`config.mk`:
```
export PLATFORM = sky130hd
export DESIGN_NAME = strided_grid_subsample_index_walker
export DESIGN_NICKNAME = d
export VERILOG_FILES = /design/src/swg_pkg.sv /design/src/swg_rem.sv /design/src/swg_mac.sv /design/src/strided_grid_subsample_index_walker.sv
export VERILOG_INCLUDE_DIRS = /design/src /design/src/src
export SDC_FILE = /design/constraint.sdc
export NUM_CORES = 2
export LEC_CHECK = 0
export BUFFER_PORTS_ARGS = -buffer_cell sky130_fd_sc_hd__buf_4
export CAP_MARGIN = 0
export CORE_AREA = 2 2 383 385
export CTS_CLUSTER_SIZE = 12
export DETAILED_ROUTE_END_ITERATION = 12
export DIE_AREA = 0 0 385 387
export GPL_ROUTABILITY_DRIVEN = 1
export GPL_TIMING_DRIVEN = 1
export PLACE_DENSITY_LB_ADDON = 0.05
export SLEW_MARGIN = 5
export SYNTH_ARGS = -nofsm -noshare
export SYNTH_HDL_FRONTEND = slang
export SYNTH_SLANG_ARGS = --single-unit
```
`constraint.sdc`:
```
create_clock -name clock -period 32.7 [get_ports clock]
set_input_delay 6.54 -clock clock [delete_from_list [all_inputs] [get_ports clock]]
set_output_delay 6.54 -clock clock [all_outputs]
set_load 0.02 [all_outputs]
```
`src/assert_macros.svh`:
```
// Assertion macros shared by the walker RTL.
// Stand-alone header; expands to nothing when SYNTH is defined.
`ifndef ASSERT_MACROS_SVH
`define ASSERT_MACROS_SVH
`ifndef SYNTH
`define SWG_ASSERT_IMPLY(label, clk, rst, ante, cons, msg) \
   label: assert property (@(posedge clk) disable iff (rst) (ante) |-> (cons)) \
      else $error(msg);
`define SWG_ASSERT_NEXT(label, clk, rst, ante, cons, msg) \
   label: assert property (@(posedge clk) disable iff (rst) (ante) |=> (cons)) \
      else $error(msg);
`else
`define SWG_ASSERT_IMPLY(label, clk, rst, ante, cons, msg)
`define SWG_ASSERT_NEXT(label, clk, rst, ante, cons, msg)
`endif
`endif

```
`src/swg_pkg.sv`:
```
// Shared constants, register codes, sequencer states and the MAC command
// type of the strided grid walker. No dependencies.
`timescale 1ns / 1ps
`default_nettype none

package swg_pkg;

   localparam int FIELD_BITS         = 16;
   localparam int COORD_BITS_DEFAULT = 16;
   localparam int IDX_BITS           = 3 * FIELD_BITS;
   localparam int NUM_AXES           = 3;
   localparam int SETUP_BITS         = 64;
   localparam int CSR_INDEX_BITS     = 3;
   localparam int RANK_BITS          = 2;
   localparam int MUL_A_BITS         = FIELD_BITS;
   localparam int MUL_B_BITS         = 2 * FIELD_BITS;

   localparam int SIZE_LSB   = 48;
   localparam int START_LSB  = 32;
   localparam int STOP_LSB   = 16;
   localparam int STRIDE_LSB = 0;

   // size 2, start 0, stop 1, stride 1
   localparam logic [SETUP_BITS-1:0] AXIS_SETUP_RESET = 64'h0002_0000_0001_0001;
   localparam logic [RANK_BITS-1:0]  RANK_RESET       = 2'd3;

   typedef enum logic [CSR_INDEX_BITS-1:0] {
      CSR_AXIS_I       = 3'd0,
      CSR_AXIS_J       = 3'd1,
      CSR_AXIS_K       = 3'd2,
      CSR_GRID_RANK    = 3'd3,
      CSR_PARTIAL_STEP = 3'd4,
      CSR_CELL_MODE    = 3'd5
   } csr_reg_type;

   typedef enum logic [3:0] {
      ST_IDLE,
      ST_STEP,
      ST_FLAG,
      ST_IDX,
      ST_REM,
      ST_N_SS,
      ST_N_JS,
      ST_N_I,
      ST_N_K,
      ST_C_SS,
      ST_C_JS,
      ST_C_I,
      ST_C_K,
      ST_DONE
   } walk_state_type;

   typedef struct packed {
      logic                  en;
      logic                  clr;
      logic [MUL_A_BITS-1:0] a;
      logic [MUL_B_BITS-1:0] b;
   } mac_op_type;

   // usable width of one packed setup field
   function automatic int field_width(input int coord_bits);
      return (coord_bits < FIELD_BITS) ? coord_bits : FIELD_BITS;
   endfunction

endpackage

`default_nettype wire

```
`src/swg_rem.sv`:
```
// Iterative remainder unit: restoring division, one dividend bit per cycle.
// Depends on swg_pkg for the field width.
`timescale 1ns / 1ps
`default_nettype none

module swg_rem #(
   parameter int COORD_BITS = swg_pkg::COORD_BITS_DEFAULT
) (
   input  wire logic          clock,
   input  wire logic          reset,
   input  wire logic          start,
   input  wire logic [swg_pkg::field_width(COORD_BITS)+1:0] dividend,
   input  wire logic [swg_pkg::field_width(COORD_BITS)-1:0] divisor,
   output logic               done,
   output logic [swg_pkg::field_width(COORD_BITS)-1:0] remainder
);

   localparam int FW = swg_pkg::field_width(COORD_BITS);
   localparam int PW = FW + 2;
   localparam int CW = $clog2(PW + 1);

   logic          busy_ff;
   logic          done_ff;
   logic [CW-1:0] cnt_ff;
   logic [PW-1:0] dvd_ff;
   logic [FW-1:0] dvs_ff;
   logic [FW-1:0] rem_ff;

   logic [FW:0]   trial;
   logic [FW:0]   diff;
   logic          fits;

   assign trial = {rem_ff, dvd_ff[PW-1]};
   assign fits  = trial >= {1'b0, dvs_ff};
   assign diff  = trial - {1'b0, dvs_ff};

   always_ff @(posedge clock) begin
      if (reset) begin
         busy_ff <= 1'b0;
         done_ff <= 1'b0;
         cnt_ff  <= '0;
      end else begin
         done_ff <= 1'b0;
         if (start) begin
            busy_ff <= 1'b1;
            cnt_ff  <= '0;
         end else if (busy_ff) begin
            cnt_ff <= cnt_ff + 1'b1;
            if (cnt_ff == CW'(PW - 1)) begin
               busy_ff <= 1'b0;
               done_ff <= 1'b1;
            end
         end
      end
   end

   always_ff @(posedge clock) begin
      if (start) begin
         dvd_ff <= dividend;
         dvs_ff <= divisor;
         rem_ff <= '0;
      end else if (busy_ff) begin
         dvd_ff <= {dvd_ff[PW-2:0], 1'b0};
         rem_ff <= fits ? diff[FW-1:0] : trial[FW-1:0];
      end
   end

   assign done      = done_ff;
   assign remainder = rem_ff;

endmodule

`default_nettype wire

```
`src/swg_mac.sv`:
```
// Shared multiply-accumulate unit for the linear index sums.
// Registered accumulator; depends on swg_pkg for the command type.
`timescale 1ns / 1ps
`default_nettype none

module swg_mac (
   input  wire logic                         clock,
   input  wire swg_pkg::mac_op_type          op,
   output logic [swg_pkg::IDX_BITS-1:0]      acc
);

   logic [swg_pkg::IDX_BITS-1:0] prod;
   logic [swg_pkg::IDX_BITS-1:0] acc_ff;

   // 16 x 32 product, truncated to the index width
   assign prod = op.a * op.b;

   always_ff @(posedge clock) begin
      if (op.en) begin
         acc_ff <= (op.clr ? '0 : acc_ff) + prod;
      end
   end

   assign acc = acc_ff;

endmodule

`default_nettype wire

```
`src/strided_grid_subsample_index_walker.sv`:
```
// Strided grid walker top: config registers, walk sequencer, remainder and MAC units.
// Each request takes a step that may give no result and return to idle; otherwise it runs
// flag, index (with the remainder unit for each axis whose position needs it), node MAC
// steps, cell MAC steps in cell mode and done; one request at a time.
// Synchronous active-high reset: registers to defaults, walk inactive, positions zero.
`timescale 1ns / 1ps
`default_nettype none
`include "assert_macros.svh"

module strided_grid_subsample_index_walker #(
   parameter int COORD_BITS = swg_pkg::COORD_BITS_DEFAULT
) (
   input  wire logic                                clock,
   input  wire logic                                reset,
   input  wire logic                                req_valid,
   output logic                                     req_stall,
   input  wire logic                                req_restart,
   output logic                                     rsp_valid,
   input  wire logic                                rsp_stall,
   output logic [swg_pkg::IDX_BITS-1:0]             rsp_node_index,
   output logic [swg_pkg::IDX_BITS-1:0]             rsp_cell_index,
   output logic                                     rsp_cell_valid,
   output logic [swg_pkg::IDX_BITS-1:0]             rsp_output_slot,
   output logic                                     rsp_last,
   input  wire logic                                csr_wr_en,
   input  wire logic [swg_pkg::CSR_INDEX_BITS-1:0]  csr_index,
   input  wire logic [swg_pkg::SETUP_BITS-1:0]      csr_wdata
);

   localparam int FW = (COORD_BITS < swg_pkg::FIELD_BITS) ? COORD_BITS : swg_pkg::FIELD_BITS;
   localparam int PW = FW + 2;
   localparam int NA = swg_pkg::NUM_AXES;
   localparam int IB = swg_pkg::IDX_BITS;
   localparam int MA = swg_pkg::MUL_A_BITS;
   localparam int MB = swg_pkg::MUL_B_BITS;
   localparam int RB = swg_pkg::RANK_BITS;
   localparam logic [1:0] LAST_AXIS = 2'(NA - 1);

   // configuration
   logic [swg_pkg::SETUP_BITS-1:0] axis_setup_ff [NA];
   logic [RB-1:0]                  rank_ff;
   logic                           partial_ff;
   logic                           cell_mode_ff;

   // decoded axes (combinational from config, captured at accept)
   logic [RB-1:0] rank_eff;
   logic [FW-1:0] dec_size   [NA];
   logic [FW-1:0] dec_start  [NA];
   logic [FW-1:0] dec_stride [NA];
   logic [FW:0]   dec_stop   [NA];
   logic [PW-1:0] dec_end    [NA];
   logic [FW:0]   dec_lim    [NA];
   logic [PW-1:0] dec_limx   [NA];

   logic [FW-1:0] size_ff   [NA];
   logic [FW-1:0] start_ff  [NA];
   logic [FW-1:0] stride_ff [NA];
   logic [FW:0]   stop_ff   [NA];
   logic [PW-1:0] end_ff    [NA];
   logic [FW:0]   lim_ff    [NA];
   logic [PW-1:0] limx_ff   [NA];

   // walk state
   swg_pkg::walk_state_type state_ff, state_in;
   logic          walk_active_ff;
   logic [PW-1:0] pos_ff [NA];
   logic [IB-1:0] slot_ff;
   logic          restart_ff;
   logic          last_ff;
   logic          further_ff;
   logic [1:0]    ax_ff;
   logic [FW-1:0] idx_ff [NA];
   logic [MB-1:0] m1_ff;
   logic [IB-1:0] node_ff;

   logic          rsp_valid_ff;
   logic [IB-1:0] rsp_node_ff;
   logic [IB-1:0] rsp_cell_ff;
   logic          rsp_cell_valid_ff;
   logic [IB-1:0] rsp_slot_ff;
   logic          rsp_last_ff;

   // step logic
   logic [PW-1:0] clamp_start [NA];
   logic [PW-1:0] raw         [NA];
   logic [PW-1:0] clamp_raw   [NA];
   logic [PW-1:0] pos_adv     [NA];
   logic [NA-1:0] more;
   logic [NA-1:0] no_room;
   logic          moved;
   logic          empty_walk;

   // index logic
   logic [PW-1:0] idx_pos;
   logic          idx_special;
   logic          idx_below;
   logic          need_rem;
   logic [FW-1:0] idx_direct;

   logic          req_fire;
   logic          rsp_free;
   logic          rsp_load;
   logic          rem_start;
   logic          rem_done;
   logic [FW-1:0] rem_value;
   swg_pkg::mac_op_type mac_op;
   logic [IB-1:0] mac_acc;

   assign req_fire   = req_valid && !req_stall;
   assign rsp_free   = !rsp_valid_ff || !rsp_stall;
   assign rank_eff   = (rank_ff == '0) ? RB'(1) : rank_ff;
   assign empty_walk = |no_room;

   for (genvar g = 0; g < NA; g++) begin : g_axis
      logic          act;
      logic [FW-1:0] size_raw;
      logic [FW-1:0] stop_raw;
      logic [FW-1:0] stride_raw;
      logic [FW-1:0] step_add;

      assign act        = RB'(g) < rank_eff;
      assign size_raw   = axis_setup_ff[g][swg_pkg::SIZE_LSB +: FW];
      assign dec_start[g] = axis_setup_ff[g][swg_pkg::START_LSB +: FW];
      assign stop_raw   = axis_setup_ff[g][swg_pkg::STOP_LSB +: FW];
      assign stride_raw = axis_setup_ff[g][swg_pkg::STRIDE_LSB +: FW];

      assign dec_stride[g] = (stride_raw == '0) ? FW'(1) : stride_raw;
      assign dec_size[g]   = (size_raw == '0 || !act) ? FW'(1) : size_raw;
      // stop at or below start wraps by one axis size
      assign dec_stop[g]   = (stop_raw <= dec_start[g])
                             ? ((FW+1)'(stop_raw) + (FW+1)'(dec_size[g]))
                             : (FW+1)'(stop_raw);
      assign step_add      = !act ? '0 : (partial_ff ? dec_stride[g] : FW'(1));
      assign dec_end[g]    = PW'(dec_stop[g]) + PW'(step_add);
      assign dec_lim[g]    = (FW+1)'(dec_start[g]) + (FW+1)'(dec_size[g]);
      assign dec_limx[g]   = PW'(dec_lim[g]) + PW'(dec_stride[g]);

      assign clamp_start[g] = (start_ff[g] > stop_ff[g]) ? PW'(stop_ff[g]) : PW'(start_ff[g]);
      assign raw[g]         = pos_ff[g] + PW'(stride_ff[g]);
      assign more[g]        = raw[g] < end_ff[g];
      assign clamp_raw[g]   = (raw[g] > PW'(stop_ff[g])) ? PW'(stop_ff[g]) : raw[g];
      assign no_room[g]     = PW'(start_ff[g]) >= end_ff[g];
   end

   // axis i changes fastest; a carry reloads the lower axes at start, clamped to stop
   always_comb begin
      pos_adv = clamp_start;
      moved   = 1'b1;
      if (more[0]) begin
         pos_adv[0] = clamp_raw[0];
         pos_adv[1] = pos_ff[1];
         pos_adv[2] = pos_ff[2];
      end else if (more[1]) begin
         pos_adv[1] = clamp_raw[1];
         pos_adv[2] = pos_ff[2];
      end else if (more[2]) begin
         pos_adv[2] = clamp_raw[2];
      end else begin
         moved = 1'b0;
      end
   end

   // the step that crosses start + size maps back to start
   assign idx_pos     = pos_ff[ax_ff];
   assign idx_special = (idx_pos <= limx_ff[ax_ff]) && (PW'(lim_ff[ax_ff]) <= idx_pos);
   assign idx_below   = idx_pos < PW'(size_ff[ax_ff]);
   assign need_rem    = !idx_special && !idx_below;
   assign idx_direct  = idx_special ? start_ff[ax_ff] : idx_pos[FW-1:0];

   swg_rem #(
      .COORD_BITS (COORD_BITS)
   ) u_rem (
      .clock     (clock),
      .reset     (reset),
      .start     (rem_start),
      .dividend  (idx_pos),
      .divisor   (size_ff[ax_ff]),
      .done      (rem_done),
      .remainder (rem_value)
   );

   swg_mac u_mac (
      .clock (clock),
      .op    (mac_op),
      .acc   (mac_acc)
   );

   // next state
   always_comb begin
      state_in = state_ff;
      unique case (state_ff)
         swg_pkg::ST_IDLE: begin
            if (req_fire) state_in = swg_pkg::ST_STEP;
         end
         swg_pkg::ST_STEP: begin
            if (restart_ff) begin
               state_in = empty_walk ? swg_pkg::ST_IDLE : swg_pkg::ST_FLAG;
            end else begin
               state_in = (walk_active_ff && moved) ? swg_pkg::ST_FLAG : swg_pkg::ST_IDLE;
            end
         end
         swg_pkg::ST_FLAG: state_in = swg_pkg::ST_IDX;
         swg_pkg::ST_IDX: begin
            if (need_rem) state_in = swg_pkg::ST_REM;
            else if (ax_ff == LAST_AXIS) state_in = swg_pkg::ST_N_SS;
         end
         swg_pkg::ST_REM: begin
            if (rem_done) begin
               state_in = (ax_ff == LAST_AXIS) ? swg_pkg::ST_N_SS : swg_pkg::ST_IDX;
            end
         end
         swg_pkg::ST_N_SS: state_in = swg_pkg::ST_N_JS;
         swg_pkg::ST_N_JS: state_in = swg_pkg::ST_N_I;
         swg_pkg::ST_N_I:  state_in = swg_pkg::ST_N_K;
         swg_pkg::ST_N_K:  state_in = swg_pkg::ST_C_SS;
         swg_pkg::ST_C_SS: state_in = cell_mode_ff ? swg_pkg::ST_C_JS : swg_pkg::ST_DONE;
         swg_pkg::ST_C_JS: state_in = swg_pkg::ST_C_I;
         swg_pkg::ST_C_I:  state_in = swg_pkg::ST_C_K;
         swg_pkg::ST_C_K:  state_in = swg_pkg::ST_DONE;
         swg_pkg::ST_DONE: begin
            if (rsp_free) state_in = swg_pkg::ST_IDLE;
         end
         default: state_in = swg_pkg::ST_IDLE;
      endcase
   end

   // outputs of the sequencer; MAC schedule builds k*(sj*si) + j*si + i
   always_comb begin
      req_stall  = state_ff != swg_pkg::ST_IDLE;
      rem_start  = 1'b0;
      rsp_load   = 1'b0;
      mac_op     = '0;
      unique case (state_ff)
         swg_pkg::ST_IDX: rem_start = need_rem;
         swg_pkg::ST_N_SS: begin
            mac_op = '{en: 1'b1, clr: 1'b1, a: MA'(size_ff[0]), b: MB'(size_ff[1])};
         end
         swg_pkg::ST_N_JS: begin
            mac_op = '{en: 1'b1, clr: 1'b1, a: MA'(idx_ff[1]), b: MB'(size_ff[0])};
         end
         swg_pkg::ST_N_I, swg_pkg::ST_C_I: begin
            mac_op = '{en: 1'b1, clr: 1'b0, a: MA'(idx_ff[0]), b: MB'(1)};
         end
         swg_pkg::ST_N_K, swg_pkg::ST_C_K: begin
            mac_op = '{en: 1'b1, clr: 1'b0, a: MA'(idx_ff[2]), b: m1_ff};
         end
         swg_pkg::ST_C_SS: begin
            mac_op = '{en: cell_mode_ff, clr: 1'b1,
                       a: MA'(size_ff[0] - FW'(1)), b: MB'(size_ff[1] - FW'(1))};
         end
         swg_pkg::ST_C_JS: begin
            mac_op = '{en: 1'b1, clr: 1'b1, a: MA'(idx_ff[1]), b: MB'(size_ff[0] - FW'(1))};
         end
         swg_pkg::ST_DONE: rsp_load = rsp_free;
         default: ;
      endcase
   end

   // control registers
   always_ff @(posedge clock) begin
      if (reset) begin
         state_ff       <= swg_pkg::ST_IDLE;
         walk_active_ff <= 1'b0;
         slot_ff        <= '0;
         ax_ff          <= '0;
         rsp_valid_ff   <= 1'b0;
         rank_ff        <= swg_pkg::RANK_RESET;
         partial_ff     <= 1'b0;
         cell_mode_ff   <= 1'b0;
         for (int a = 0; a < NA; a++) begin
            axis_setup_ff[a] <= swg_pkg::AXIS_SETUP_RESET;
            pos_ff[a]        <= '0;
         end
      end else begin
         state_ff <= state_in;

         if (csr_wr_en) begin
            unique case (swg_pkg::csr_reg_type'(csr_index))
               swg_pkg::CSR_AXIS_I:       axis_setup_ff[0] <= csr_wdata;
               swg_pkg::CSR_AXIS_J:       axis_setup_ff[1] <= csr_wdata;
               swg_pkg::CSR_AXIS_K:       axis_setup_ff[2] <= csr_wdata;
               swg_pkg::CSR_GRID_RANK:    rank_ff          <= csr_wdata[RB-1:0];
               swg_pkg::CSR_PARTIAL_STEP: partial_ff       <= csr_wdata[0];
               swg_pkg::CSR_CELL_MODE:    cell_mode_ff     <= csr_wdata[0];
               default: ;
            endcase
         end

         if (rsp_valid_ff && !rsp_stall && !rsp_load) rsp_valid_ff <= 1'b0;

         case (state_ff)
            swg_pkg::ST_STEP: begin
               if (restart_ff) begin
                  if (empty_walk) begin
                     walk_active_ff <= 1'b0;
                  end else begin
                     pos_ff         <= clamp_start;
                     slot_ff        <= '0;
                     walk_active_ff <= 1'b1;
                  end
               end else if (walk_active_ff) begin
                  pos_ff <= pos_adv;
                  if (moved) slot_ff <= slot_ff + 1'b1;
                  else walk_active_ff <= 1'b0;
               end
            end
            swg_pkg::ST_FLAG: ax_ff <= '0;
            swg_pkg::ST_IDX: begin
               if (!need_rem) ax_ff <= ax_ff + 1'b1;
            end
            swg_pkg::ST_REM: begin
               if (rem_done) ax_ff <= ax_ff + 1'b1;
            end
            swg_pkg::ST_DONE: begin
               if (rsp_free) begin
                  rsp_valid_ff <= 1'b1;
                  if (last_ff) walk_active_ff <= 1'b0;
               end
            end
            default: ;
         endcase
      end
   end

   // payload registers
   always_ff @(posedge clock) begin
      if (req_fire) begin
         restart_ff <= req_restart;
         size_ff    <= dec_size;
         start_ff   <= dec_start;
         stride_ff  <= dec_stride;
         stop_ff    <= dec_stop;
         end_ff     <= dec_end;
         lim_ff     <= dec_lim;
         limx_ff    <= dec_limx;
      end
      if (state_ff == swg_pkg::ST_FLAG) begin
         last_ff    <= ~|more;
         further_ff <= &more;
      end
      if (state_ff == swg_pkg::ST_IDX && !need_rem) idx_ff[ax_ff] <= idx_direct;
      if (state_ff == swg_pkg::ST_REM && rem_done) idx_ff[ax_ff] <= rem_value;
      if (state_ff == swg_pkg::ST_N_JS || state_ff == swg_pkg::ST_C_JS) begin
         m1_ff <= mac_acc[MB-1:0];
      end
      if (state_ff == swg_pkg::ST_C_SS) node_ff <= mac_acc;
      if (rsp_load) begin
         rsp_node_ff       <= node_ff;
         rsp_cell_ff       <= cell_mode_ff ? mac_acc : '0;
         rsp_cell_valid_ff <= cell_mode_ff && further_ff;
         rsp_slot_ff       <= slot_ff;
         rsp_last_ff       <= last_ff;
      end
   end

   assign rsp_valid       = rsp_valid_ff;
   assign rsp_node_index  = rsp_node_ff;
   assign rsp_cell_index  = rsp_cell_ff;
   assign rsp_cell_valid  = rsp_cell_valid_ff;
   assign rsp_output_slot = rsp_slot_ff;
   assign rsp_last        = rsp_last_ff;

   `SWG_ASSERT_IMPLY(a_rem_done_in_wait, clock, reset, rem_done, state_ff == swg_pkg::ST_REM, "remainder finished outside its wait state")
   `SWG_ASSERT_NEXT(a_last_ends_walk, clock, reset, rsp_load && last_ff, !walk_active_ff, "walk still active after its last request")
   `SWG_ASSERT_IMPLY(a_pos_in_range, clock, reset, walk_active_ff && state_ff == swg_pkg::ST_IDLE, pos_ff[0] <= PW'(stop_ff[0]), "axis i position beyond stop")

endmodule

`default_nettype wire

```
==> summary.md <==
| Metric | Value |
|---|---|
| Clock Skew | `0.05834 ns` |
| Post-Synthesis Cells | `7,227` |
| Number of synthesis warnings | `0` |
| Slowest stage cell, crit path | `a21o_1` |
| Post-CTS Setup Bufs | `0` |
| Slew Viols, Final | `0` |
| Max VDD drop | `50.11 µV` |
| Post-synth EDFFs | `a little over 900` |
| Global-route wire length before repair | `362,200 µm` |
| Htree depth | `3` |
| Die height | `approximately 390 µm` |
| Setup violators final | `0` |
| Clk pin slew, worst setup/hold paths | `around 0.060 ns` |
| Port bufs | `220` |
| Dominant synthesized flop cell | `edfxtp_1` |
| Max-cap violation count | `0` |
| Layout Area Growth over Synthesis | `10.24%` |
| Sw Ratio | `38.34%` |
| Net Count, Synth | `8,456` |
| Slew HR | `between 15 and 20%` |
| Vias per std cell | `5.950` |
| Antenna-violating nets left | `0` |
| HPWL after DPL | `194,600 µm` |
| PnR worst setup slack | `21.96 ns` |
| Final hold slack | `0.4175 ns` |
| Post-CTS sizing | `0` |
| Clock Sinks | `1,042` |
| Initial antenna violation count | `20` |
| CP max FO | `27` |
| CP max stage delay | `0.78 ns` |
| Core box area | `144,900 µm²` |
| Synth cell types | `87` |
| Pre-CTS setup slack | `22.08 ns` |
| Overall Power | `5.173 mW` |
| Largest cells by area after synthesis | `edfxtp_1 (36%), fa_1 (13%), ha_1 (11%), inv_1 (4.5%), nand2_1 (3.7%)` |
| Commonest cells post-synth | `inv_1 (908), edfxtp_1 (905), nand2_1 (731)` |
| Internal Power | `roughly 3.2 mW` |
| Pre-antenna DRT Iters | `5` |
| Worst hold start | `node_ff[8]` |
| Final period util | `around 33%` |
| Fmax | `93.08 MHz` |
| Largest net degree at the start of global routing | `155` |
| Overflow left after global routing | `0` |
| Worst-Skew Late Latency | `0.77 ns` |
| TritonCTS Buffers | `117` |
| Routed WL | `245,900 µm` |
| # IOs | `221` |
| Register area share after synthesis | `about two fifths` |
| Initial core utilization | `51.81%` |
| Die area | `149,000 µm²` |
| CP top delay family | `adder cells` |
| FILL cells | `12,538` |
| Worst reg2reg setup slack | `21.96 ns` |
| Worst setup SP type | `flip-flop` |
| P_sw | `1.983 mW` |
| Mapped Avg Cell Area | `around 10 µm²` |
| TritonCTS clock tree | `built` |
| Post-synth top area cell | `edfxtp_1` |
| Final #Nets | `8,571` |
| DRC errors left | `0` |
| CP bufs+invs | `7` |
| FF-to-FF End | `u_mac.acc[47]` |
| Worst Hold Class | `flip-flop to flip-flop` |
| Lkg Pwr | `35.79 nW` |
| Combinational share of power | `36.2%` |
| Hold path depth | `0` |
| Vias post-DR | `about 56,000` |
| Vias in the first global route | `54,837` |
| Worst-Margin Slew | `1.268 ns` |
| Cell with the most instances after synthesis | `inv_1` |
| Minimum clock period | `10.74 ns` |
| Hold EP | `rsp_node_index[8]` |
| Gpl congestion | `between 0.9 and 1` |
| Initial drt markers | `5,420` |
| Critical path class | `flip-flop to flip-flop` |
| Setup TNS | `0 ns` |
| Routed WL per cell | `26.26 µm` |
| Final instance area | `82,730 µm²` |
| Reg-to-Reg Start | `size_ff[32]` |
| Clock tree buffer depth | `3` |
| RSZ-0062 raised after global routing | `false` |
| Clock power share | `26.4%` |
| Worst setup EP type | `flip-flop` |
| Cts hold-fix bufs | `0` |
| Final hold violation count | `0` |
| Worst reg2reg path depth | `34` |
| Flop pwr share | `37.4%` |
| Fraction of final layout cells sized beyond drive strength 1 | `7.543%` |
| Critical path arrival | `between 10 and 15 ns` |
| FFs w/ async S/R, synth | `0%` |
| Status | `complete, no violations` |
| Mapped Area | `75,050 µm²` |
| Worst Path Required | `33.18 ns` |
| Global Route Usage Sum | `approximately 33%` |
| Die width | `385 µm` |
| Power Density | `62.52 nW/µm²` |
| # rows | `140` |
| Top cell type's share of synthesized area | `36.21%` |
| Seq cells post-synth | `1,042` |
| Root buffer cell | `clkbuf_16` |
| Placement Cell Area | `between 70,000 and 80,000 µm²` |
[sequential cells by signal (all words and copies together) (netlist names), 32 cells and up]
register,flops
size_ff,48
rsp_output_slot,48
end_ff,54
idx_ff,48
stop_ff,51
m1_ff,32
stride_ff,48
rsp_cell_index,48
limx_ff,54
axis_setup_ff,192
pos_ff,54
rsp_node_index,48
node_ff,48
slot_ff,48
lim_ff,51
start_ff,48
u_mac.acc,48
[metrics by stage]
step | utilization [%] | instances
after floorplan | - | 7227
after global placement | 54.37 | 9140
after global routing | 57.10 | 9361
after detailed placement | 54.37 | 9140
final | 57.11 | 9365
after CTS | 57.09 | 9354
[final cells by class]
type | instances | area, µm² | share of cell area, %
clock inverters | 54 | 706.9 | 0.8545
multi-input cells | 4972 | 40760 | 49.27
diodes | 11 | 27.53 | 0.03327
repair buffers | 300 | 2265 | 2.737
well taps | 1917 | 2399 | 2.899
inverters | 909 | 3413 | 4.126
flip-flops and latches | 1042 | 29930 | 36.17
clock buffers | 160 | 3239 | 3.915
[metal layers]
layer  vias up  GRT usage [%]  share of wire (%)
li1      25395              -                  -
met1     27581          44.49                 41
met2      2263          51.76                 46
met3       484          3.944                6.7
met4         0          18.76                6.8
met5         -              0                  0
[kinds of logic (layout without fill, tap and decap cells)]
logic type,Yosys count,after routing,share of synthesized area [%]
other,0,11,0
xor gates and xnor gates,288,288,3.361
buffers and inverters,1213,1423,6.117
DFF,1042,1042,39.87
and+or+nand+nor,1995,1995,12.79
muxes,107,107,1.444
AOI/OAI and AO/OA,1426,1426,12.34
adders and majority gates,1156,1156,24.08
[layout by cell type (no fill, tap or decap), types with 87 or more instances in the layout]
master,netlist,routed
a21o_1,166,166
a21oi_1,438,436
and2_1,241,241
buf_4,0,299
clkbuf_16,0,117
dfxtp_1,137,134
edfxtp_1,905,905
fa_1,481,481
ha_1,675,675
inv_1,908,907
mux2i_1,97,97
nand2_1,731,730
nand3_1,90,89
nor2_1,381,378
nor3_1,110,109
o21a_1,92,92
o21ai_0,284,281
xnor2_1,201,201
xor2_1,87,87
[power groups by stage]
stage / clock network, mW / registers [mW] / logic (mW)
6_report: 1.37 / 1.93 / 1.87
5_1_grt: 1.43 / 1.94 / 2.06
4_1_cts: 1.38 / 1.93 / 1.85
3_5_place_dp: 0 / 1.95 / 1.84
3_3_place_gp: 0 / 1.95 / 1.81
2_1_floorplan: 0 / 1.88 / 1.28
[how the worst max path moves through the flow]
stage,startpoint,to,depth (start not counted)
after floorplan,req_valid,end_ff[0],1
after global placement,size_ff[32],u_mac.acc[47],34
after detailed placement,size_ff[32],u_mac.acc[47],34
after global routing,size_ff[32],u_mac.acc[47],34
after CTS,size_ff[32],u_mac.acc[47],34
final,size_ff[32],u_mac.acc[47],34
Note: power is estimated with default switching activity, not from simulation.
